[src/hdl/mixsc_pkg.sv]
// Shared types, register indexes and defaults for the two-source mixer with soft clip.
package mixsc_pkg;

  // Payload and register field types.
  typedef logic signed [15:0] sample_t;
  typedef logic        [15:0] gain_t;
  typedef logic        [14:0] ratio_t;
  typedef logic        [2:0]  cfg_idx_t;
  typedef logic        [15:0] cfg_data_t;

  // Configuration register indexes.
  typedef enum logic [2:0] {
    REG_PHONE_VOLUME    = 3'd0,
    REG_MIC_VOLUME      = 3'd1,
    REG_PHONE_MIX_RATIO = 3'd2,
    REG_PHONE_MUTE      = 3'd3,
    REG_MIC_MUTE        = 3'd4
  } cfg_reg_t;

  // Reset values and range limits of the registers.
  localparam gain_t  GAIN_RESET  = 16'd16384;
  localparam gain_t  GAIN_MAX    = 16'd32768;
  localparam ratio_t RATIO_RESET = 15'd16384;
  localparam ratio_t RATIO_MAX   = 15'd16384;

  // Default resolution of the soft-clip curve, in table steps per 1.0.
  localparam int unsigned CLIP_STEPS_DEFAULT = 64;

endpackage

[src/hdl/mixsc_ifs.sv]
// Channel interfaces of the mixer: input slot, mixed result and register writes.
interface mixsc_in_if;
  import mixsc_pkg::*;

  logic    valid;
  logic    ready;
  sample_t phone_sample;
  logic    phone_valid;
  sample_t mic_sample;
  logic    mic_valid;

  modport source (output valid, output phone_sample, output phone_valid,
                  output mic_sample, output mic_valid, input ready);
  modport sink   (input valid, input phone_sample, input phone_valid,
                  input mic_sample, input mic_valid, output ready);
endinterface

interface mixsc_out_if;
  import mixsc_pkg::*;

  logic    valid;
  logic    ready;
  sample_t mixed_sample;

  modport source (output valid, output mixed_sample, input ready);
  modport sink   (input valid, input mixed_sample, output ready);
endinterface

interface mixsc_cfg_if;
  import mixsc_pkg::*;

  logic      valid;
  logic      ready;
  cfg_idx_t  index;
  cfg_data_t data;

  modport source (output valid, output index, output data, input ready);
  modport sink   (input valid, input index, input data, output ready);
endinterface

[src/hdl/two_source_gain_mixer_soft_clip.sv]
// Top level of the two-source gain mixer with soft clipping.
// The mixer takes one beat per clock unless an output stall backs up to the input.
// Stage one scales each source by its gain, stage two applies the phone mix ratio,
// stage three adds the two terms and forms the clip-table index, and stage four
// reads the clip table, saturates and holds the result in the output register. No
// stage chains two multipliers, and a stall on the output holds each full stage up
// to the first empty one. A beat with neither source flag set gives no result.
// Register writes are taken in any cycle; the gains are read as a beat is accepted
// and the mix ratio as it enters stage two, so write the registers only while no
// beat is in flight. The clip table has 3*CLIP_STEPS_PER_UNIT+1 constant entries
// worked out at elaboration; no initialization pass is needed.
module two_source_gain_mixer_soft_clip #(
  parameter int unsigned CLIP_STEPS_PER_UNIT = mixsc_pkg::CLIP_STEPS_DEFAULT
) (
  input  logic               clk,
  input  logic               rst_n,
  mixsc_in_if.sink           in_ch,
  mixsc_out_if.source        out_ch,
  mixsc_cfg_if.sink          cfg_ch
);
  import mixsc_pkg::*;

  // Clip table geometry.
  localparam int unsigned ROM_DEPTH = 3 * CLIP_STEPS_PER_UNIT + 1;
  localparam int unsigned IDX_MAX   = 3 * CLIP_STEPS_PER_UNIT;
  localparam int unsigned IDX_W     = $clog2(ROM_DEPTH);
  localparam int unsigned SW        = $clog2(CLIP_STEPS_PER_UNIT + 1);
  localparam int unsigned PROD_W    = 17 + SW;
  localparam int unsigned RAW_W     = PROD_W - 15;

  // exp(-1/S) in Q30 as an eight-term alternating Taylor sum.
  localparam longint unsigned Q30_ONE = 64'd1 << 30;
  localparam longint unsigned SL = longint'(CLIP_STEPS_PER_UNIT);
  localparam longint unsigned T1 = Q30_ONE / (SL * 1);
  localparam longint unsigned T2 = T1 / (SL * 2);
  localparam longint unsigned T3 = T2 / (SL * 3);
  localparam longint unsigned T4 = T3 / (SL * 4);
  localparam longint unsigned T5 = T4 / (SL * 5);
  localparam longint unsigned T6 = T5 / (SL * 6);
  localparam longint unsigned T7 = T6 / (SL * 7);
  localparam longint unsigned D_Q30 = Q30_ONE - T1 + T2 - T3 + T4 - T5 + T6 - T7;

  // One table entry: 1 - d^n, rounded to Q15, with d^n built by truncating products.
  function automatic logic [14:0] clip_entry(longint unsigned d, int unsigned n);
    longint unsigned p;
    longint unsigned r;
    p = 64'd1 << 30;
    for (int unsigned j = 0; j < n; j++) begin
      p = (p * d) >> 30;
    end
    r = 64'd32768 - ((p + (64'd1 << 14)) >> 15);
    return 15'(r);
  endfunction

  // Constant clip table.
  logic [14:0] clip_rom [ROM_DEPTH];
  for (genvar k = 0; k < ROM_DEPTH; k++) begin : g_rom
    localparam logic [14:0] ENTRY = clip_entry(D_Q30, CLIP_STEPS_PER_UNIT + k);
    assign clip_rom[k] = ENTRY;
  end

  // Configuration registers.
  gain_t  phone_volume_r;
  gain_t  mic_volume_r;
  ratio_t phone_mix_ratio_r;
  logic   phone_mute_r;
  logic   mic_mute_r;

  assign cfg_ch.ready = 1'b1;

  always_ff @(posedge clk) begin
    if (!rst_n) begin
      phone_volume_r    <= GAIN_RESET;
      mic_volume_r      <= GAIN_RESET;
      phone_mix_ratio_r <= RATIO_RESET;
      phone_mute_r      <= 1'b0;
      mic_mute_r        <= 1'b0;
    end else if (cfg_ch.valid) begin
      unique case (cfg_ch.index)
        REG_PHONE_VOLUME:    phone_volume_r    <= cfg_ch.data;
        REG_MIC_VOLUME:      mic_volume_r      <= cfg_ch.data;
        REG_PHONE_MIX_RATIO: phone_mix_ratio_r <= cfg_ch.data[14:0];
        REG_PHONE_MUTE:      phone_mute_r      <= cfg_ch.data[0];
        REG_MIC_MUTE:        mic_mute_r        <= cfg_ch.data[0];
        default: ;
      endcase
    end
  end

  // Effective gains: limited to 2.0 (ratio to 1.0) and forced to zero by mute.
  gain_t  phone_gain;
  gain_t  mic_gain;
  ratio_t mix_ratio;

  assign phone_gain = phone_mute_r ? '0 :
                      ((phone_volume_r > GAIN_MAX) ? GAIN_MAX : phone_volume_r);
  assign mic_gain   = mic_mute_r ? '0 :
                      ((mic_volume_r > GAIN_MAX) ? GAIN_MAX : mic_volume_r);
  assign mix_ratio  = (phone_mix_ratio_r > RATIO_MAX) ? RATIO_MAX : phone_mix_ratio_r;

  // Pipeline valid bits and per-stage advance enables.
  logic v1_r, v2_r, v3_r, out_valid_r;
  logic en1, en2, en3, en4;

  assign en4 = !out_valid_r || out_ch.ready;
  assign en3 = !v3_r || en4;
  assign en2 = !v2_r || en3;
  assign en1 = !v1_r || en2;
  assign in_ch.ready = en1;

  logic accept;
  assign accept = in_ch.valid && en1;

  // Stage 1: source samples times their gains, floor-shifted back to Q3.15.
  sample_t            ps;
  sample_t            ms;
  logic signed [32:0] pprod;
  logic signed [32:0] mprod;
  logic signed [17:0] p1_nxt, m1_nxt;
  logic signed [17:0] p1_r, m1_r;

  assign ps     = in_ch.phone_valid ? in_ch.phone_sample : '0;
  assign ms     = in_ch.mic_valid ? in_ch.mic_sample : '0;
  assign pprod  = 33'(ps) * 33'($signed({1'b0, phone_gain}));
  assign mprod  = 33'(ms) * 33'($signed({1'b0, mic_gain}));
  assign p1_nxt = 18'(pprod >>> 14);
  assign m1_nxt = 18'(mprod >>> 14);

  // Stage 2: phone term times the mix ratio; mic term rides along.
  logic signed [33:0] rprod;
  logic signed [17:0] p2_nxt;
  logic signed [17:0] p2_r, m2_r;

  assign rprod  = 34'(p1_r) * 34'($signed({1'b0, mix_ratio}));
  assign p2_nxt = 18'(rprod >>> 14);

  // Stage 3: sum, magnitude and clip-table index.
  logic signed [18:0] x_sum;
  logic        [17:0] mag;
  logic        [16:0] diff;
  logic [PROD_W-1:0]  idx_prod;
  logic [RAW_W-1:0]   idx_raw;
  logic [IDX_W-1:0]   idx_nxt;
  logic               pass_nxt;

  assign x_sum    = 19'(p2_r) + 19'(m2_r);
  assign mag      = x_sum[18] ? 18'(-x_sum) : 18'(x_sum);
  assign pass_nxt = (mag <= 18'd32768);
  assign diff     = 17'(mag - 18'd32768);
  assign idx_prod = PROD_W'(diff) * PROD_W'(CLIP_STEPS_PER_UNIT);
  assign idx_raw  = RAW_W'(idx_prod >> 15);
  assign idx_nxt  = (idx_raw > RAW_W'(IDX_MAX)) ? IDX_W'(IDX_MAX) : IDX_W'(idx_raw);

  logic [IDX_W-1:0] idx3_r;
  logic             pass3_r;
  logic             neg3_r;
  logic             top3_r;
  sample_t          x3_r;

  // Stage 4: pass-through or table value with sign, then saturation.
  logic [14:0] rom_val;
  sample_t     y_nxt;
  sample_t     y_r;

  assign rom_val = clip_rom[idx3_r];

  always_comb begin
    if (pass3_r) begin
      y_nxt = top3_r ? 16'sh7FFF : x3_r;
    end else if (neg3_r) begin
      y_nxt = -$signed({1'b0, rom_val});
    end else begin
      y_nxt = $signed({1'b0, rom_val});
    end
  end

  // Pipeline valid bits.
  always_ff @(posedge clk) begin
    if (!rst_n) begin
      v1_r        <= 1'b0;
      v2_r        <= 1'b0;
      v3_r        <= 1'b0;
      out_valid_r <= 1'b0;
    end else begin
      if (en1) v1_r <= accept && (in_ch.phone_valid || in_ch.mic_valid);
      if (en2) v2_r <= v1_r;
      if (en3) v3_r <= v2_r;
      if (en4) out_valid_r <= v3_r;
    end
  end

  // Pipeline payload registers.
  always_ff @(posedge clk) begin
    if (en1) begin
      p1_r <= p1_nxt;
      m1_r <= m1_nxt;
    end
    if (en2) begin
      p2_r <= p2_nxt;
      m2_r <= m1_r;
    end
    if (en3) begin
      idx3_r  <= idx_nxt;
      pass3_r <= pass_nxt;
      neg3_r  <= x_sum[18];
      top3_r  <= (x_sum == 19'sd32768);
      x3_r    <= x_sum[15:0];
    end
    if (en4) begin
      y_r <= y_nxt;
    end
  end

  assign out_ch.valid        = out_valid_r;
  assign out_ch.mixed_sample = y_r;

  // A beat with no source present leaves no item in the pipeline.
  a_drop_empty: assert property (@(posedge clk) disable iff (!rst_n)
    accept && !in_ch.phone_valid && !in_ch.mic_valid |=> !v1_r)
    else $error("beat without sources entered the pipeline");

  // A beat with a source present always enters stage one.
  a_keep_present: assert property (@(posedge clk) disable iff (!rst_n)
    accept && (in_ch.phone_valid || in_ch.mic_valid) |=> v1_r)
    else $error("beat with a source was lost at stage one");

  // A stalled stage three keeps its item and its table index.
  a_stage3_hold: assert property (@(posedge clk) disable iff (!rst_n)
    v3_r && !en3 |=> v3_r && $stable(idx3_r) && $stable(pass3_r) && $stable(x3_r))
    else $error("stage three changed while stalled");

  // The table index never runs past the last entry.
  a_idx_range: assert property (@(posedge clk) disable iff (!rst_n)
    v3_r |-> (idx3_r <= IDX_W'(IDX_MAX)))
    else $error("clip table index out of range");

endmodule

[src/flat_wrapper.sv]
// flat-port wrapper written by rule: the top's interface ports become plain ports
module two_source_gain_mixer_soft_clip_flat import mixsc_pkg::*;
#(
  parameter int unsigned CLIP_STEPS_PER_UNIT = mixsc_pkg::CLIP_STEPS_DEFAULT
)
  (clk, rst_n, in_ch_valid, in_ch_phone_sample, in_ch_phone_valid, in_ch_mic_sample, in_ch_mic_valid, in_ch_ready, out_ch_valid, out_ch_mixed_sample, out_ch_ready, cfg_ch_valid, cfg_ch_index, cfg_ch_data, cfg_ch_ready);
  mixsc_in_if in_ch_i ();
  mixsc_out_if out_ch_i ();
  mixsc_cfg_if cfg_ch_i ();
  input  logic clk;
  input  logic rst_n;
  input wire logic [$bits(in_ch_i.valid)-1:0] in_ch_valid;
  input wire logic [$bits(in_ch_i.phone_sample)-1:0] in_ch_phone_sample;
  input wire logic [$bits(in_ch_i.phone_valid)-1:0] in_ch_phone_valid;
  input wire logic [$bits(in_ch_i.mic_sample)-1:0] in_ch_mic_sample;
  input wire logic [$bits(in_ch_i.mic_valid)-1:0] in_ch_mic_valid;
  output wire logic [$bits(in_ch_i.ready)-1:0] in_ch_ready;
  output wire logic [$bits(out_ch_i.valid)-1:0] out_ch_valid;
  output wire logic [$bits(out_ch_i.mixed_sample)-1:0] out_ch_mixed_sample;
  input wire logic [$bits(out_ch_i.ready)-1:0] out_ch_ready;
  input wire logic [$bits(cfg_ch_i.valid)-1:0] cfg_ch_valid;
  input wire logic [$bits(cfg_ch_i.index)-1:0] cfg_ch_index;
  input wire logic [$bits(cfg_ch_i.data)-1:0] cfg_ch_data;
  output wire logic [$bits(cfg_ch_i.ready)-1:0] cfg_ch_ready;
  assign in_ch_i.valid = in_ch_valid;
  assign in_ch_i.phone_sample = in_ch_phone_sample;
  assign in_ch_i.phone_valid = in_ch_phone_valid;
  assign in_ch_i.mic_sample = in_ch_mic_sample;
  assign in_ch_i.mic_valid = in_ch_mic_valid;
  assign in_ch_ready = in_ch_i.ready;
  assign out_ch_valid = out_ch_i.valid;
  assign out_ch_mixed_sample = out_ch_i.mixed_sample;
  assign out_ch_i.ready = out_ch_ready;
  assign cfg_ch_i.valid = cfg_ch_valid;
  assign cfg_ch_i.index = cfg_ch_index;
  assign cfg_ch_i.data = cfg_ch_data;
  assign cfg_ch_ready = cfg_ch_i.ready;
  two_source_gain_mixer_soft_clip #(.CLIP_STEPS_PER_UNIT(CLIP_STEPS_PER_UNIT)) u_core (.clk(clk), .rst_n(rst_n), .in_ch(in_ch_i), .out_ch(out_ch_i), .cfg_ch(cfg_ch_i));
endmodule
[config.mk]
export PLATFORM = sky130hd
export DESIGN_NAME = two_source_gain_mixer_soft_clip_flat
export DESIGN_NICKNAME = d
export VERILOG_FILES = /design/src/hdl/mixsc_pkg.sv /design/src/hdl/mixsc_ifs.sv /design/src/hdl/two_source_gain_mixer_soft_clip.sv /design/src/flat_wrapper.sv
export SDC_FILE = /design/constraint.sdc
export NUM_CORES = 2
export LEC_CHECK = 0
export BUFFER_PORTS_ARGS = -buffer_cell sky130_fd_sc_hd__buf_4
export CAP_MARGIN = 20
export CORE_UTILIZATION = 50
export CTS_BUF_LIST = sky130_fd_sc_hd__clkbuf_16
export DETAILED_ROUTE_END_ITERATION = 6
export GPL_ROUTABILITY_DRIVEN = 1
export HOLD_SLACK_MARGIN = 0.02
export PLACE_DENSITY = 0.66
export SETUP_SLACK_MARGIN = 0.5
export SLEW_MARGIN = 10
export SYNTH_ARGS = -nofsm -noshare
export SYNTH_HDL_FRONTEND = slang
export SYNTH_SLANG_ARGS = --single-unit
export TNS_END_PERCENT = 5
[constraint.sdc]
create_clock -name clk -period 8.6 [get_ports clk]
set_input_delay 0.86 -clock clk [delete_from_list [all_inputs] [get_ports clk]]
set_output_delay 0.86 -clock clk [all_outputs]
set_load 0.02 [all_outputs]
# Word level (Yosys, flattened, before mapping)

Memory sizes are Yosys's and may differ from the RTL's.
Index checks and enable logic that the tools add are counted.
Widths: inputs -> output; s select.

Latch bits: 0
Register bits after elaboration: 168
RAM bits: 0
Input bits: 58
Word-level logic and storage cells: 69
Output and inout bits: 19
ROM bits: 3840
Memories kept: 1

$add $sub $neg: 4
Mux-type cells: 13
Divide/modulo/power cells: 0
Equality and inequality tests: 5
Reductions and logical operators: 17
Bitwise logic cells: 1
Multiply operators: 3
Order comparisons: 6
Shift-type cells: 0

Memory list:

| memory           | depth | bits a word | rd ports | clocked after memory_dff | write ports | RTL line                               | RTL |
|---|---|---|---|---|---|---|---|
| (name not given) | 256   | 15          | 1        | 0                        | 0           | two_source_gain_mixer_soft_clip.sv:165 | `assign rom_val = clip_rom[idx3_r];` |

Operators by type and width:

| operator               | number |
|---|---|
| $mux 16                | 9 |
| $mul 16x17->32         | 2 |
| $mux 15                | 3 |
| $gt 16x16->1 const B   | 2 |
| $mul 18x16->32         | 1 |
| $add 18x18->19         | 1 |
| $eq 19x17->1 const B   | 1 |
| $le 18x16->1 const B   | 1 |
| $mux 18                | 1 |
| $neg 18->18            | 1 |
| $sub 17x16->17 const B | 1 |
| $neg 15->16            | 1 |
| $gt 15x15->1 const B   | 1 |
| $reduce_and 2->1       | 5 |
| $ge 9x9->1 const B     | 1 |
| $not 8->9              | 1 |
| $gt 8x8->1 const B     | 1 |
| $eq 3x2->1 const B     | 2 |
| $logic_or 1x1->1       | 5 |
| $logic_not 1->1        | 4 |
| $eq 3x1->1 const B     | 1 |
| $eq 3x3->1 const B     | 1 |
| $logic_not 3->1        | 1 |
| $logic_and 1x1->1      | 2 |

# Longest topological paths before layout

Depth in word-level cells: 7
Gate-level depth with buffers: 29
Depth with buffers taken out: 28

# Worst setup path before layout

OpenSTA, ideal clock, no wires.

Path kind: input to register
From: input port in_ch_phone_valid
To: register u_core.p1_r[17], data pin
Arrival time: 7.330 ns
Path slack: 1.004 ns
Data required time: 8.334 ns
Library setup time: 0.266 ns
Buffers on the path: 2
Stages on the path: 25
Path through: clkbuf_1 and2_1 clkbuf_1 nand2_1 fa_1 inv_1 fa_1 inv_1 fa_1 inv_1 fa_1 fa_1 inv_1 fa_1 inv_1 ha_1 or3_1 a221oi_1 o21ai_0 o21ai_0 o21ai_0 a221o_1 o41ai_1 mux2i_1 nand4_1

Longest elaborated chain between the ends: 2

RTL lines:

| item                       | RTL line                               | RTL |
|---|---|---|
| start, declared            | flat_wrapper.sv:14                     | `input wire logic [$bits(in_ch_i.phone_valid)-1:0] in_ch_phone_valid;` |
| $mux 16                    | two_source_gain_mixer_soft_clip.sv:122 | `assign ps = in_ch.phone_valid ? in_ch.phone_sample : '0;` |
| $mul 16x17->32             | two_source_gain_mixer_soft_clip.sv:124 | `assign pprod = 33'(ps) * 33'($signed({1'b0, phone_gain}));` |
| named net u_core.pprod[31] | two_source_gain_mixer_soft_clip.sv:117 | `logic signed [32:0] pprod;` |
| end signal, assigned       | two_source_gain_mixer_soft_clip.sv:195 | `p1_r <= p1_nxt;` |
| end, declared              | two_source_gain_mixer_soft_clip.sv:120 | `logic signed [17:0] p1_r, m1_r;` |

The timed path passes the listed nets, and every way through them passes these cells.
A chain may end at the register's enable or synchronous reset.

# Final worst setup path

From: register u_core.phone_mute_r
To: register u_core.p1_r[17], data pin

Longest elaborated chain between the ends: 2

RTL lines:

| item                       | RTL line                               | RTL |
|---|---|---|
| start, declared            | two_source_gain_mixer_soft_clip.sv:66  | `logic phone_mute_r;` |
| start signal, assigned     | two_source_gain_mixer_soft_clip.sv:83  | `REG_PHONE_MUTE: phone_mute_r <= cfg_ch.data[0];` |
| $mux 16                    | two_source_gain_mixer_soft_clip.sv:95  | `assign phone_gain = phone_mute_r ? '0 :` |
| $mul 16x17->32             | two_source_gain_mixer_soft_clip.sv:124 |  |
| named net u_core.pprod[31] | two_source_gain_mixer_soft_clip.sv:117 |  |

The timed path passes the listed nets, and every way through them passes these cells.

==> results.toml <==
[run_status]
status = "completed"

[clocking]
post_cts_buffers = 0
cts_tree = "done"
cts_buffers = 17
clkLatencyLatePin_ns = 0.49
cts.sinks = 168
path_clk_slew_ns = 0.08
htree_levels = 4
cts-root-buf = "clkbuf_16"
hold_buffers = 0
ctsLongestPathBuffers = 2

[drt]
drc = 0
drtAntennaViolNets = 0
vias = 28190
via_per_inst = 5.512
dr.first_iter.drc_count = 2168
firstDrtPassIters = 5
wl_um = 95550
routedWlPerCell_um = 18.68

[timing]
slew_violations = 0
setup_viol = 0
worstMarginPinSlew_ns = 1.031
finalHoldViolCount = 0
clock-skew-final_ns = 0.02244
fin_crit_sh_pct = 90.92
tns_ns = 0
max_freq_mhz = 127.9
slew_headroom_pct = 30.66
fin_crit_ns = 7.819
rsz0062_at_grt = "true"

[global_routing]
grt_max_degree = 84
antenna_found_initial = 1
grt_usage_pct = 26.39
grt_pass1_wl_um = 154200
grt_pass1_vias = 28360
grt-ovfl-total = 0

[yosys]
synth.area.top_cells = "fa_1 (35%), ha_1 (12%), edfxtp_1 (9.4%)"
synth_top_area_share_pct = 35.24
syn_inst = 4184
synth_area_mm2 = 0.03681
synth_edf_count = 115
synth_fp_nets = 5247
synth.distinct_cells = 89
async_flop_share_pct = 0
synthFlopType = "edfxtp_1"
synth_xor_xnor_area_share_pct = 2.356
synth_top_family_by_area = "adder cells"
synth-simple-area-share_pct = 17.26
synth_compound_area_share_pct = 8.896
muxShareOfSynthArea_pct = 1.292
synth_fa_ha_area_share_pct = 47.38
yosysWarningCount = 0
synth_sequential_area_ratio_pct = 12.26
synth_seq_cells = 168
syn-mean-instance-area_um2 = 8.797
synth_top_area_cell = "fa_1"

[cells_and_area]
final_area_mm2 = 0.03888
fin_nets = 5205
multi_input_area_mm2 = 0.02845
fillerInstances = 6767
layout-drive-gt1-share_pct = 5.343
final_common_cell = "inv_1"
seq_area_mm2 = 0.004516
most-common-layout-cells = "inv_1 (822), fa_1 (648), nand2_1 (584)"
syn_to_final_growth_pct = 5.629

[die]
die_y_um = 273.3
rows = 99
die_area_mm2 = 0.07470
io_pins = 77
core_area_mm2 = 0.07296
chipWidth_um = 273.3
start_util_pct = 50.45

[setup_path]
start_kind = "flip-flop"
crit_fanout = 23
r2r_cells = 25
endpoint_kind = "flip-flop"
regToRegEndpoint = "u_core.p1_r[17]"
crit_arrival_ns = 8.05
rrSetupSlack_ns = 0.78
worstSetupPathType = "flip-flop to flip-flop"
required_ns = 8.83
regToRegStartpoint = "u_core.phone_mute_r"

[power_and_ir_drop]
intPower_w = 0.003044
power_density_mw_per_mm2 = 156.3
p_clk_share_pct = 13.4
p_leak_nw = 18.80
p_sw_w = 0.003034
ir_worst_vdd_v = 0.0002066
seqPwrFrac_pct = 22.9
swShare_pct = 49.92
comb_power_share_pct = 63.7

[place]
portBuffers = 75
dpl.hpwl_um = 77170
gp_congestion = 0.9546
dpl-instance-area_mm2 = 0.03822

[hold_path]
hp-start = "u_core.m1_r[16]"
hold_path_class = "flip-flop to flip-flop"
hold_end = "u_core.m2_r[16]"
hold_depth = 0

[job]
drv_cap = 0
-- cells by family after synthesis --
family                     after synthesis
and+or+nand+nor                       1397
buffers and inverters                 1017
adders and majority gates             1005
AOI/OAI and AO/OA                      464
DFF                                    168
xor gates and xnor gates                99
muxes                                   33
other                                    1
-- power by group through the flow --
stage                     Clock (W)  Combinational, W  Sequential [W]
after floorplan                   0           0.00282         0.00131
after global placement            0           0.00377         0.00140
after detailed placement          0           0.00378         0.00141
after CTS                  0.000835           0.00380         0.00139
after global routing       0.000866           0.00421         0.00141
final                      0.000815           0.00387         0.00139
-- state kept, by name, indices dropped and copies added, names as in the netlist --
name	cells
u_core.v2_r	1
u_core.top3_r	1
u_core.idx3_r	8
u_core.v1_r	1
u_core.pass3_r	1
u_core.m2_r	18
u_core.p1_r	18
u_core.phone_volume_r	16
u_core.v3_r	1
u_core.mic_mute_r	1
u_core.out_ch.valid	1
u_core.neg3_r	1
u_core.phone_mute_r	1
u_core.phone_mix_ratio_r	15
u_core.mic_volume_r	16
u_core.out_ch.mixed_sample	16
u_core.m1_r	18
u_core.x3_r	16
u_core.p2_r	18
-- final cells by class --
cell class,instances,area share [%]
clock buffers,17,1.094
inverters,824,7.955
diodes,1,0.006436
well taps,959,3.086
repair buffers,132,2.542
flip-flops and latches,168,11.61
clock inverters,15,0.5342
multi-input cells,2999,73.17
-- layer usage --
layer | vias up | global-route usage, % | part of all wire [%]
met2 | 1080 | 40.60 | 45
met5 | - | 0 | 0.014
met1 | 13940 | 37.61 | 44
li1 | 13000 | - | -
met4 | 2 | 7.792 | 2.6
met3 | 170 | 5.228 | 8.0
-- critical path: stages (launching register included) --
cell,delay (ns)
dfxtp_1,0.36
nor4_1,0.31
a41o_2,0.44
and2_0,0.61
nand2_1,0.16
fa_1,0.41
inv_1,0.08
fa_1,0.45
fa_1,0.56
fa_1,0.43
fa_1,0.49
inv_1,0.05
fa_1,0.47
inv_1,0.04
ha_1,0.21
or3_1,0.31
a221oi_1,0.30
o21ai_0,0.14
o21ai_0,0.17
buf_4,0.16
o21ai_0,0.21
a221o_1,0.42
o41ai_1,0.33
buf_4,0.20
mux2i_1,0.17
nand4_1,0.09
-- Yosys cell counts (all sizes together) (9+ instances only) --
master  number
a211oi      33
a21boi      51
a21o        26
a21oi       91
a221oi      11
a311oi      11
a31oi       13
and2       217
buf         35
clkbuf     158
dfxtp       53
edfxtp     115
fa         648
ha         357
inv        824
mux2i       16
mux4        11
nand2      584
nand2b      25
nand3       36
nand3b       9
nand4       15
nor2       358
nor2b       49
nor3        42
nor3b        9
nor4        16
o211ai      13
o21a        17
o21ai       74
o311ai      14
o31ai       11
or2          9
or3          9
xnor2       72
xor2        27
-- what timing repair did --
| item | 4_1_cts | 5_1_grt |
|---|---|---|
| endpoints found under the hold margin | 0 | 0 |
| endpoints found under the setup margin | 0 | 10 |
| gates resized for setup | 0 | 8 |
-- metrics by stage --
step	total power, W	util, %	hold WS [ns]	setup slack [ns]	cells
finish	0.006078	53.29	0.4156	0.7809	5115
global route	0.006491	53.29	0.4204	0.3813	5114
CTS	0.006023	53.26	0.4171	0.5437	5113
detailed placement	0.005184	52.39	0.4045	0.5866	5081
global placement	0.005176	52.39	0.4029	0.7132	5081
floorplan	0.004134	-	0.4003	1.004	4184
-- worst max-delay path by stage --
stage / from / endpoint / slack, ns
floorplan: in_ch_phone_valid / u_core.p1_r[17] / 1.00
global placement: u_core.phone_mute_r / u_core.p1_r[17] / 0.71
detailed placement: u_core.phone_volume_r[9] / u_core.p1_r[17] / 0.59
CTS: u_core.phone_mute_r / u_core.p1_r[17] / 0.54
global route: u_core.phone_mix_ratio_r[5] / u_core.p2_r[14] / 0.38
finish: u_core.phone_mute_r / u_core.p1_r[17] / 0.78
Note: power is estimated with default switching activity, not from simulation.
